--- src/rtl/cah_pkg.sv ---
// Shared types and constants for the command acknowledge handshake tracker.
package cah_pkg;

  localparam int SLOT_COUNT = 8;
  localparam int SLOT_IDW   = (SLOT_COUNT > 1) ? $clog2(SLOT_COUNT) : 1;

  typedef enum logic [2:0] {
    OP_CLEAR_ALL  = 3'd0,
    OP_PRESEND    = 3'd1,
    OP_ACK        = 3'd2,
    OP_WAIT_BEGIN = 3'd3,
    OP_WAIT_END   = 3'd4
  } op_t;

  // Slot handshake codes; the same codes are reported as prior_state.
  typedef enum logic [2:0] {
    ST_IDLE       = 3'd0,
    ST_PRESEND    = 3'd1,
    ST_WAIT       = 3'd2,
    ST_ACK_BEFORE = 3'd3,
    ST_ACK_AFTER  = 3'd4
  } slot_st_t;

  typedef struct packed {
    logic       success;
    logic       must_wait;
    logic       id_out_of_range;
    logic       abnormal;
    logic [2:0] prior_state;
  } result_t;

  typedef struct packed {
    slot_st_t state;
    logic     okay;
  } slot_rec_t;

endpackage

--- src/rtl/cah_slot_update.sv ---
// Next record and result for one operation on one in-range slot.
module cah_slot_update import cah_pkg::*; (
  input  logic [2:0] opcode,
  input  slot_rec_t  cur,
  output slot_rec_t  nxt,
  output result_t    res
);

  always_comb begin
    nxt = cur;
    res = '0;
    res.prior_state = cur.state;
    case (opcode)
      OP_PRESEND: begin
        if (cur.state == ST_IDLE) begin
          nxt.state   = ST_PRESEND;
          res.success = 1'b1;
        end else begin
          res.abnormal = 1'b1;
        end
      end
      OP_ACK: begin
        if (cur.state == ST_WAIT) begin
          nxt.state = ST_ACK_AFTER;
          nxt.okay  = 1'b1;
        end else if (cur.state == ST_PRESEND) begin
          nxt.state = ST_ACK_BEFORE;
          nxt.okay  = 1'b1;
        end else if (cur.state != ST_IDLE) begin
          res.abnormal = 1'b1;
        end
      end
      OP_WAIT_BEGIN: begin
        if (cur.state == ST_ACK_BEFORE) begin
          nxt.state   = ST_IDLE;
          res.success = cur.okay;
        end else if (cur.state == ST_PRESEND) begin
          nxt.state     = ST_WAIT;
          res.must_wait = 1'b1;
        end else begin
          res.abnormal = 1'b1;
        end
      end
      OP_WAIT_END: begin
        // completion or timeout: always drop back to idle
        nxt.state    = ST_IDLE;
        res.success  = (cur.state == ST_ACK_AFTER) && cur.okay;
        res.abnormal = !((cur.state == ST_ACK_AFTER) && cur.okay);
      end
      default: begin
        res.prior_state = ST_IDLE;
      end
    endcase
  end

endmodule

--- src/rtl/command_ack_handshake_tracker_core.sv ---
// Top level of the command acknowledge handshake tracker.
// Pipeline: input register, then result register. Throughput: one transfer
// per cycle while out_stall does not hold the result register, set by the single
// read-modify-write of the slot record file between the two registers.
// Reset: synchronous, active high; all slots go idle with okay cleared and
// both pipeline registers empty.
module command_ack_handshake_tracker_core import cah_pkg::*; (
  input  logic       clk,
  input  logic       rst,
  input  logic       in_valid,
  output logic       in_stall,
  input  logic [2:0] opcode,
  input  logic [3:0] slot_id,
  output logic       out_valid,
  input  logic       out_stall,
  output logic       success,
  output logic       must_wait,
  output logic       id_out_of_range,
  output logic       abnormal,
  output logic [2:0] prior_state
);

  slot_rec_t  slots [SLOT_COUNT];

  logic       s1_valid;
  logic [2:0] s1_opcode;
  logic [3:0] s1_slot_id;
  logic       s1_advance;

  logic       in_range;
  logic       any_busy;
  slot_rec_t  cur_rec;
  slot_rec_t  nxt_rec;
  result_t    slot_res;
  result_t    res_next;
  result_t    res;

  assign s1_advance = s1_valid && (!out_valid || !out_stall);
  assign in_stall   = s1_valid && !s1_advance;

  assign in_range = {1'b0, s1_slot_id} < 5'(SLOT_COUNT);

  always_comb begin
    any_busy = 1'b0;
    for (int i = 0; i < SLOT_COUNT; i++) begin
      if (slots[i].state != ST_IDLE) any_busy = 1'b1;
    end
  end

  always_comb begin
    cur_rec = '{state: ST_IDLE, okay: 1'b0};
    if (in_range) cur_rec = slots[s1_slot_id[SLOT_IDW-1:0]];
  end

  cah_slot_update u_update (
    .opcode (s1_opcode),
    .cur    (cur_rec),
    .nxt    (nxt_rec),
    .res    (slot_res)
  );

  always_comb begin
    res_next = '0;
    if (s1_opcode == OP_CLEAR_ALL) begin
      res_next.abnormal = any_busy;
    end else if (s1_opcode <= OP_WAIT_END) begin
      if (in_range) res_next = slot_res;
      else          res_next.id_out_of_range = 1'b1;
    end
  end

  // input register
  always_ff @(posedge clk) begin
    if (rst) begin
      s1_valid <= 1'b0;
    end else if (!in_stall) begin
      s1_valid <= in_valid;
    end
  end

  always_ff @(posedge clk) begin
    if (!in_stall && in_valid) begin
      s1_opcode  <= opcode;
      s1_slot_id <= slot_id;
    end
  end

  // slot record file, updated as the item moves into the result register
  always_ff @(posedge clk) begin
    if (rst) begin
      for (int i = 0; i < SLOT_COUNT; i++) begin
        slots[i] <= '{state: ST_IDLE, okay: 1'b0};
      end
    end else if (s1_advance) begin
      if (s1_opcode == OP_CLEAR_ALL) begin
        for (int i = 0; i < SLOT_COUNT; i++) begin
          slots[i] <= '{state: ST_IDLE, okay: 1'b0};
        end
      end else if (in_range && s1_opcode <= OP_WAIT_END) begin
        slots[s1_slot_id[SLOT_IDW-1:0]] <= nxt_rec;
      end
    end
  end

  // result register
  always_ff @(posedge clk) begin
    if (rst) begin
      out_valid <= 1'b0;
    end else if (s1_advance) begin
      out_valid <= 1'b1;
    end else if (!out_stall) begin
      out_valid <= 1'b0;
    end
  end

  always_ff @(posedge clk) begin
    if (s1_advance) res <= res_next;
  end

  assign success         = res.success;
  assign must_wait       = res.must_wait;
  assign id_out_of_range = res.id_out_of_range;
  assign abnormal        = res.abnormal;
  assign prior_state     = res.prior_state;

endmodule

--- config.mk ---
export PLATFORM = sky130hd
export DESIGN_NAME = command_ack_handshake_tracker_core
export DESIGN_NICKNAME = d
export VERILOG_FILES = /design/src/rtl/cah_pkg.sv /design/src/rtl/cah_slot_update.sv /design/src/rtl/command_ack_handshake_tracker_core.sv
export SDC_FILE = /design/constraint.sdc
export NUM_CORES = 1
export LEC_CHECK = 0
export BUFFER_PORTS_ARGS = -buffer_cell sky130_fd_sc_hd__buf_2
export CAP_MARGIN = 20
export CORE_ASPECT_RATIO = 0.75
export CORE_MARGIN = 1.5
export CORE_UTILIZATION = 60
export DETAILED_ROUTE_END_ITERATION = 7
export GPL_TIMING_DRIVEN = 1
export PLACE_DENSITY_LB_ADDON = 0.08
export SLEW_MARGIN = 20
export SYNTH_ARGS = -nofsm -noshare
export SYNTH_HDL_FRONTEND = slang
export SYNTH_HIERARCHICAL = 1
export SYNTH_SLANG_ARGS = --single-unit
--- constraint.sdc ---
create_clock -name clk -period 7.1 [get_ports clk]
set_clock_uncertainty 0.15 [all_clocks]
set_input_delay 0.355 -clock clk [delete_from_list [all_inputs] [get_ports clk]]
set_output_delay 0.355 -clock clk [all_outputs]
set_load 0.01 [all_outputs]
==> impl_metrics.py, run 1 <==
metrics = {
    "global_routing": {
        "grt_antenna_before_repair": 0,
        "grt_max_degree": 17,
        "grt_usage_pct": 24.4,
        "grt_first_pass_wirelength_mm": 8.38,
        "grt_overflow": 0,
        "grt_pass1_vias": 1613,
    },
    "cells_and_area": {
        "drive_gt1_share_pct": 25.5,
        "fin_area_um2": 2920,
        "final_common_cell": "edfxtp_1",
        "nets": 232,
        "antenna_cells": 0,
        "area_delta_synth_final_pct": 7.71,
        "final_cell_mix": "edfxtp_1, and2_1, buf_2",
    },
    "floorplanning": {
        "die_area_um2": 4940,
        "rows": 20,
        "die_y_um": 61.2,
        "io_pins": 20,
        "core_region_area_um2": 4200,
        "start_util_pct": 64.5,
        "die_x_um": 80.6,
    },
    "synthesis": {
        "synth-simple-area-share_pct": 25.1,
        "yosysUniqueCellTypes": 46,
        "syn_area_per_cell_um2": 13.4,
        "synthCells": 203,
        "synth_top_cell_area_share_pct": 50.9,
        "synth-seq-area-share_pct": 54.6,
        "synth-main-ff-cell": "edfxtp_1",
        "synth_area_leaders": "edfxtp_1, and2_1, mux4_2",
        "synth_compound_area_share_pct": 6.83,
        "synth_fp_nets": 216,
        "async_reset_ff_share_pct": 0,
        "yosys_warnings": 6,
        "synth_top_area_cell": "edfxtp_1",
        "synthXorXnorAreaFrac_pct": 0.646,
        "synthMuxAreaShare_pct": 7.89,
        "synth.cell_area_um2": 2710,
        "synth_top_family_by_area": "simple AND/OR/NAND/NOR gates",
        "synth_edf_count": 46,
        "synth_fa_ha_area_share_pct": 0.923,
        "ys_seq_elements": 51,
    },
    "clock_network": {
        "clock_sinks": 51,
        "cts_setup_buffers": 0,
        "cts_tree": "yes",
        "postCtsHoldBufs": 0,
        "clkLatencyLatePin_ns": 0.30,
        "cts_buffers": 5,
        "clockRootBuffer": "clkbuf_8",
        "htree_levels": 2,
        "cts_buffer_depth": 2,
        "clkTransAtPathRegs_ns": 0.10,
        "post_cts_resized": 0,
    },
    "status": {
        "status": "completed",
    },
    "power_and_ir_drop": {
        "p_leak_nw": 1.11,
        "p_per_area_nw_per_um2": 215,
        "peakVddDrop_mv": 0.148,
    },
    "sta": {
        "setup_viol": 0,
        "hold_viol_final": 0,
        "fmax_mhz": 331,
        "hold_ws_ns": 0.0677,
        "finalCriticalPeriod_ns": 3.02,
        "min_period_over_period_pct": 42.6,
        "max_slew_margin_pct": 44.2,
        "maxSlewViolCount": 0,
        "grt_setup_unrepaired": "no",
        "finalSetupTns_ns": 0,
        "worstMarginPinSlew_ns": 0.838,
    },
    "flow_run": {
        "cap_violations": 0,
    },
    "routing": {
        "drc": 0,
        "ant_nets": 0,
        "drt-total-wl_mm": 5.33,
        "drt-initial-drc-count": 111,
        "vias": 1680,
        "wire_per_inst_um": 19.4,
        "first_pass_iters": 4,
        "viasPerCell": 6.11,
    },
    "critical_path": {
        "cp-end-kind": "register",
        "path_class": "reg -> reg",
        "cp_slowest_stage_delay_ns": 0.64,
        "cp.arrival_ns": 3.04,
        "path_cells": "mux4_2, a22o_1, nor2_1, nand3_1, o21ai_1, and2_1",
        "startpoint_type": "register",
        "cp.required_ns": 7.12,
        "path_max_fanout": 8,
        "crit_slowest_cell": "dfxtp_1",
    },
    "placement": {
        "place.gp.congestion": 1.11,
        "placement.cell_area_um2": 2810,
        "hpwl_mm": 3.98,
        "numPortBuffers": 19,
    },
    "worst_hold_path": {
        "hold_path_class": "in -> reg",
    },
}
-- cells in the mapped netlist, types with 2 or more instances --
| cell | count |
|---|---|
| buf_2 | 5 |
| inv_1 | 7 |
| nand2_1 | 4 |
| ha_1 | 2 |
| o21ai_1 | 2 |
| mux4_2 | 8 |
| nor2_1 | 5 |
| edfxtp_1 | 46 |
| and2_1 | 40 |
| and3b_1 | 2 |
| nor4_1 | 6 |
| buf_6 | 2 |
| a31oi_1 | 2 |
| nand3_1 | 4 |
| mux2_2 | 3 |
| buf_4 | 2 |
| a21oi_1 | 4 |
| nor3_1 | 2 |
| nand2b_1 | 10 |
| nor4_4 | 8 |
| or2_2 | 2 |
| o311ai_1 | 2 |
| inv_2 | 3 |
| o21ai_0 | 3 |
| a22o_1 | 4 |
| dfxtp_1 | 5 |
-- per-stage QoR --
stage,utilization (%),instances,setup WS (ns),power [mW]
after floorplan,-,203,4.60,0.411
final,69.5,275,4.08,0.628
after CTS,69.5,275,4.11,0.631
after detailed placement,66.8,267,4.15,0.431
after global routing,69.5,275,3.87,0.650
after global placement,66.8,267,4.25,0.428
-- worst max-delay path, delay by kind of cell (launching register included) --
kind	cells	cell delay, ns
compound gates	2	0.80
flops	1	0.64
mux	1	0.56
simple gates	3	0.75
-- final timing paths --
kind	endpoint	cells past startpoint	slack (ns)	start
worst max register to register	slots[6][1]	6	4.08	register
worst max-delay path	slots[6][1]	6	4.08	register
worst min register to register	out_valid	2	0.39	s1_valid
worst min-delay path	s1_opcode[0]	1	0.07	opcode[0]
-- state kept, by name, summed over array words and instances (netlist names), named ones only --
name	flops
id_out_of_range	1
out_valid	1
prior_state	3
success	1
must_wait	1
abnormal	1
slots	32
s1_slot_id	4
s1_valid	1
s1_opcode	3
-- kinds of logic (layout without fill, tap and decap cells) --
family                     after synthesis  in the layout
adders and majority gates                2              2
xor gates and xnor gates                 2              2
and+or+nand+nor                         91             91
buffers and inverters                   20             37
muxes                                   11             11
other                                    1              1
DFF                                     51             51
AOI/OAI and AO/OA                       25             25
-- where the power goes --
group          switching (mW)  internal, mW
logic                  0.0410        0.0277
clock network          0.0969         0.107
registers              0.0152         0.341
total                   0.153         0.475
-- cell type report --
type / count / area [µm²]
Clock inverter: 2 / 38.8
Inverter: 10 / 37.5
Tap cell: 55 / 68.8
Clock buffer: 6 / 72.6
Timing Repair Buffer: 19 / 95.1
Fill cell: 313 / 1280
Sequential cell: 51 / 1480
Multi-Input combinational cell: 132 / 1130
-- layer usage --
metal  wire [µm]  global-route usage [%]
met1        2430                    34.5
met2        2520                    38.3
met3         337                    5.93
met4          35                    7.64
met5           0                       0
No activity file was read; power rests on OpenSTA's default activity.
==> run 2, diff against run 1 <==
- clock period: 7.1 -> 3.1 ns (I/O delays scaled with it)
==> impl_metrics.py, run 2 (synthesis results as in run 1) <==
metrics = {
    "power_and_ir_drop": {
        "p_sw_uw": 370,
        "p_int_mw": 1.02,
        "p_per_area_nw_per_um2": 458,
        "p_leak_nw": 1.17,
        "switching_share_pct": 26.6,
        "peakVddDrop_mv": 0.302,
        "comb_power_share_pct": 13.5,
        "seqPwrFrac_pct": 58.2,
        "p_clk_share_pct": 28.3,
        "p_total_mw": 1.39,
    },
    "sta": {
        "grt_setup_unrepaired": "no",
        "finalCriticalPeriod_ns": 2.83,
        "setup_viol": 0,
        "fmax_mhz": 353,
        "maxSlewViolCount": 0,
        "worstMarginPinSlew_ns": 0.533,
        "max_slew_margin_pct": 64.3,
        "hold_viol_final": 0,
        "finalSetupTns_ns": 0,
        "min_period_over_period_pct": 91.4,
        "setup_slack_ns": 0.265,
    },
    "global_routing": {
        "grt_usage_pct": 27.0,
        "grt_overflow": 0,
        "grt_antenna_before_repair": 0,
        "grt_max_degree": 17,
        "grt_pass1_vias": 1728,
        "grt_first_pass_wirelength_mm": 9.17,
    },
    "routing": {
        "drt-total-wl_mm": 6.09,
        "ant_nets": 0,
        "drt-initial-drc-count": 175,
        "first_pass_iters": 5,
        "wire_per_inst_um": 20.9,
        "vias": 1802,
        "drc": 0,
        "viasPerCell": 6.19,
    },
    "critical_path": {
        "startpoint_type": "register",
        "cp.required_ns": 3.02,
        "cp-end-kind": "register",
        "path_max_fanout": 12,
        "cp.arrival_ns": 2.75,
        "path_class": "reg -> reg",
        "r2r_setup_slack_ns": 0.27,
    },
    "worst_hold_path": {
        "hold_path_class": "in -> reg",
    },
    "clock_network": {
        "htree_levels": 2,
        "clkLatencyLatePin_ns": 0.31,
        "cts_buffers": 5,
        "cts_tree": "yes",
        "clockRootBuffer": "clkbuf_8",
        "clkTransAtPathRegs_ns": 0.10,
        "cts_buffer_depth": 2,
        "clock_sinks": 51,
    },
    "placement": {
        "post-place-ws_ns": 0.299,
        "place.gp.congestion": 0.986,
        "hpwl_mm": 4.28,
        "numPortBuffers": 19,
        "placement.cell_area_um2": 2850,
    },
    "floorplanning": {
        "core_region_area_um2": 4200,
        "start_util_pct": 64.5,
        "io_pins": 20,
        "die_x_um": 80.6,
        "die_area_um2": 4940,
        "die_y_um": 61.2,
        "rows": 20,
    },
    "cells_and_area": {
        "largestRegisters": "slots: 32 flops, s1_slot_id: 4 flops",
        "final_common_cell": "edfxtp_1",
        "fin_area_um2": 3040,
        "fin_util_pct": 72.4,
        "nets": 248,
        "largest_register": "slots",
        "fillers": 303,
        "largest_reg_flops": 32,
        "drive_gt1_share_pct": 26.3,
        "area_delta_synth_final_pct": 12.2,
        "final_cell_mix": "edfxtp_1, and2_1, buf_2",
        "antenna_cells": 0,
    },
    "status": {
        "status": "completed",
    },
    "flow_run": {
        "cap_violations": 0,
    },
}
[run 2: cell count changes in the layout (fill, tap and decap cells not counted), sizes merged]
cell | previous run | this run
buf | 19 | 25
bufinv | 1 | 0
clkinvlp | 0 | 1
dlygate4sd3 | 0 | 10
[run 2: power groups by stage]
stage	clock (mW)	sequential [mW]	combinational, mW
global placement	0	0.824	0.166
floorplan	0	0.812	0.129
global route	0.417	0.814	0.203
finish	0.395	0.811	0.188
CTS	0.391	0.809	0.185
detailed placement	0	0.824	0.174
[run 2: final cells by class]
type / instances / area, µm² / area share (%)
clock buffer: 6 / 72.6 / 2.38
clock inverter: 2 / 16.3 / 0.535
inverter: 10 / 37.5 / 1.23
multi-input combinational: 132 / 1130 / 37.0
timing repair buffer: 35 / 240 / 7.89
sequential: 51 / 1480 / 48.7
tap: 55 / 68.8 / 2.26
[run 2: per-stage QoR]
step	hold WS, ns	instances
floorplan	0.0741	203
global placement	0.181	273
detailed placement	0.183	273
CTS	0.152	291
global route	0.156	291
finish	0.142	291
[run 2: worst max-delay path, stage by stage (launching register included)]
cell      delay [ns]
dfxtp_1         0.49
buf_4           0.22
mux4_2          0.50
a22o_1          0.39
and3b_1         0.25
a211oi_1        0.21
o311ai_1        0.11
a211o_1         0.27
[run 2: final timing paths]
| path | to | start | depth (start not counted) |
|---|---|---|---|
| worst max-delay path | abnormal | register | 7 |
| worst min-delay path | register | in_valid | 3 |
| worst max register to register | abnormal | register | 7 |
| worst min register to register | out_valid | s1_valid | 2 |
[run 2: metal layers]
| layer | track usage (%) | vias to the layer above | wire length (µm) |
|---|---|---|---|
| met4 | 10.1 | 0 | 139 |
| met2 | 42.5 | 83 | 2860 |
| met3 | 6.07 | 15 | 364 |
| li1 | - | 816 | - |
| met5 | 0 | - | 0 |
| met1 | 37.6 | 888 | 2720 |
[run 2: what timing repair did]
| item | 4_1_cts | 5_1_grt |
|---|---|---|
| endpoints found under the setup margin | 0 | 0 |
| endpoints found under the hold margin | 12 | 0 |
| gates resized for setup | 0 | 0 |
| hold buffers | 10 | 0 |
| buffers inserted | 0 | 0 |
==> run 3, diff against run 2 <==
- ABC_AREA: unset -> 1
- CORE_UTILIZATION: 60 -> 59
- REMOVE_ABC_BUFFERS: unset -> 1
==> impl_metrics.py, run 3 <==
metrics = {
    "status": {
        "status": "completed",
    },
    "clock_network": {
        "cts_tree": "yes",
        "clkLatencyLatePin_ns": 0.31,
        "cts_buffer_depth": 2,
        "post_cts_resized": 0,
        "clkTransAtPathRegs_ns": 0.09,
        "clock_sinks": 51,
        "clockRootBuffer": "clkbuf_8",
        "cts_buffers": 5,
        "htree_levels": 2,
    },
    "critical_path": {
        "cp_slowest_stage_delay_ns": 0.38,
        "cp.arrival_ns": 2.67,
        "cp.required_ns": 3.00,
        "cp-end-kind": "register",
        "cp_common_cell": "nand2_1",
        "startpoint_type": "register",
        "crit_slowest_cell": "nor2_1",
        "path_cells": "inv_1, nand2_1, nand2_1, nand2_1, o21ai_0, nor2_1, nor2_1, inv_2, nand3_1, nand2_1, nand3_1, nand3_2, inv_1, nor2_1",
        "path_max_fanout": 16,
        "path_class": "reg -> reg",
    },
    "cells_and_area": {
        "largest_register": "slots",
        "fin_area_um2": 2970,
        "largestRegisters": "slots: 32 flops, s1_slot_id: 4 flops",
        "final_cell_mix": "nand2_1, nor2_1, edfxtp_1",
        "final_cells": 412,
        "nets": 369,
        "drive_gt1_share_pct": 9.80,
        "antenna_cells": 0,
        "final_common_cell": "nand2_1",
        "area_delta_synth_final_pct": 12.7,
        "largest_reg_flops": 32,
    },
    "routing": {
        "ant_nets": 0,
        "vias": 2243,
        "first_pass_iters": 5,
        "viasPerCell": 5.44,
        "drt-initial-drc-count": 181,
        "drc": 0,
        "drt-total-wl_mm": 5.93,
        "wire_per_inst_um": 14.4,
    },
    "sta": {
        "finalCriticalPeriod_ns": 2.77,
        "min_period_over_period_pct": 89.3,
        "finalSetupTns_ns": 0,
        "maxSlewViolCount": 0,
        "hold_viol_final": 0,
        "grt_setup_unrepaired": "no",
        "setup_viol": 0,
        "fmax_mhz": 361,
    },
    "placement": {
        "hpwl_mm": 4.19,
        "place.gp.congestion": 0.998,
        "dp_cells": 394,
        "placement.cell_area_um2": 2780,
        "numPortBuffers": 19,
    },
    "floorplanning": {
        "die_area_um2": 4880,
        "core_region_area_um2": 4180,
        "io_pins": 20,
        "rows": 20,
        "start_util_pct": 63.1,
        "die_x_um": 80.2,
        "die_y_um": 60.9,
    },
    "worst_hold_path": {
        "hold_path_class": "in -> reg",
    },
    "global_routing": {
        "grt_antenna_before_repair": 0,
        "grt_pass1_vias": 1927,
        "grt_first_pass_wirelength_mm": 9.33,
        "grt_usage_pct": 26.6,
        "grt_overflow": 0,
        "grt_max_degree": 17,
    },
    "power_and_ir_drop": {
        "p_per_area_nw_per_um2": 470,
        "p_leak_nw": 1.33,
        "p_int_mw": 1.01,
        "switching_share_pct": 27.9,
        "p_clk_share_pct": 28.0,
        "comb_power_share_pct": 14.3,
        "seqPwrFrac_pct": 57.6,
        "peakVddDrop_mv": 0.345,
        "p_sw_uw": 389,
    },
    "synthesis": {
        "synth_area_leaders": "edfxtp_1, nand2_1, nor2_1",
        "synth_commonest_cells": "nand2_1, nor2_1, edfxtp_1",
        "ys_seq_elements": 51,
        "yosysUniqueCellTypes": 23,
        "syn_area_per_cell_um2": 8.13,
        "synth_top_cell_area_share_pct": 52.4,
        "yosys_warnings": 6,
        "synth-seq-area-share_pct": 56.2,
        "synth_edf_count": 46,
        "synth.cell_area_um2": 2640,
        "async_reset_ff_share_pct": 0,
        "synthCells": 324,
        "synth-main-ff-cell": "edfxtp_1",
        "synth_top_area_cell": "edfxtp_1",
        "synth_most_common_cell": "nand2_1",
    },
    "flow_run": {
        "cap_violations": 0,
    },
}
run 3: cells by family after synthesis:
family          synth area share [%]
simple gates                    31.0
buf+inv                         7.64
flops                           56.2
compound gates                  4.08
fa+ha+maj                      0.950
other cells                    0.142
run 3: through the flow:
| step | total power [mW] | hold slack (ns) | util [%] | setup slack [ns] |
|---|---|---|---|---|
| floorplan | 0.941 | 0.0741 | - | 0.723 |
| global placement | 1.00 | 0.183 | 66.6 | 0.395 |
| detailed placement | 1.01 | 0.185 | 66.6 | 0.385 |
| CTS | 1.39 | 0.0384 | 71.1 | 0.324 |
| global route | 1.45 | 0.0571 | 71.1 | 0.0794 |
| finish | 1.40 | 0.0302 | 71.1 | 0.331 |
run 3: layout make-up:
type / count / area (µm²)
clock buffers: 6 / 72.6
clock inverters: 2 / 16.3
fillers: 339 / 1210
inverters: 45 / 169
multi-input cells: 222 / 952
flip-flops and latches: 51 / 1480
well taps: 55 / 68.8
repair buffers: 31 / 210
run 3: worst paths after layout:
check / start / end / slack [ns] / cells past startpoint
setup / recovery: register / slots[0][2] / 0.33 / 14
setup reg to reg: register / slots[0][2] / 0.33 / 14
hold / removal: out_stall / s1_valid / 0.03 / 3
hold reg to reg: s1_valid / s1_valid / 0.40 / 2
run 3: timing repair:
item | 4_1_cts | 5_1_grt
hold endpoints to repair | 12 | 0
setup buffers | 0 | 0
hold buffers | 10 | 0
run 3: worst max-delay path: cells and delay by family, from the launching register on:
| kind | cells | cell delay (ns) |
|---|---|---|
| and+or+nand+nor | 10 | 1.16 |
| buffers and inverters | 3 | 0.78 |
| DFF | 1 | 0.33 |
| AOI/OAI and AO/OA | 1 | 0.09 |
run 3: power by group through the flow:
stage                     clock (mW)  combinational (mW)  sequential, mW
after detailed placement           0               0.186           0.820
after CTS                      0.391               0.197           0.804
final                          0.392               0.200           0.805
after floorplan                    0               0.123           0.818
after global placement             0               0.184           0.819
after global routing           0.415               0.224           0.808
run 3: layer usage:
metal / vias to the layer above / global-route usage, % / share of wire, %
li1: 1091 / - / -
met1: 1041 / 39.5 / 47
met2: 102 / 39.5 / 44
met3: 9 / 5.56 / 7.9
met4: 0 / 8.62 / 1.3
met5: - / 0 / 0
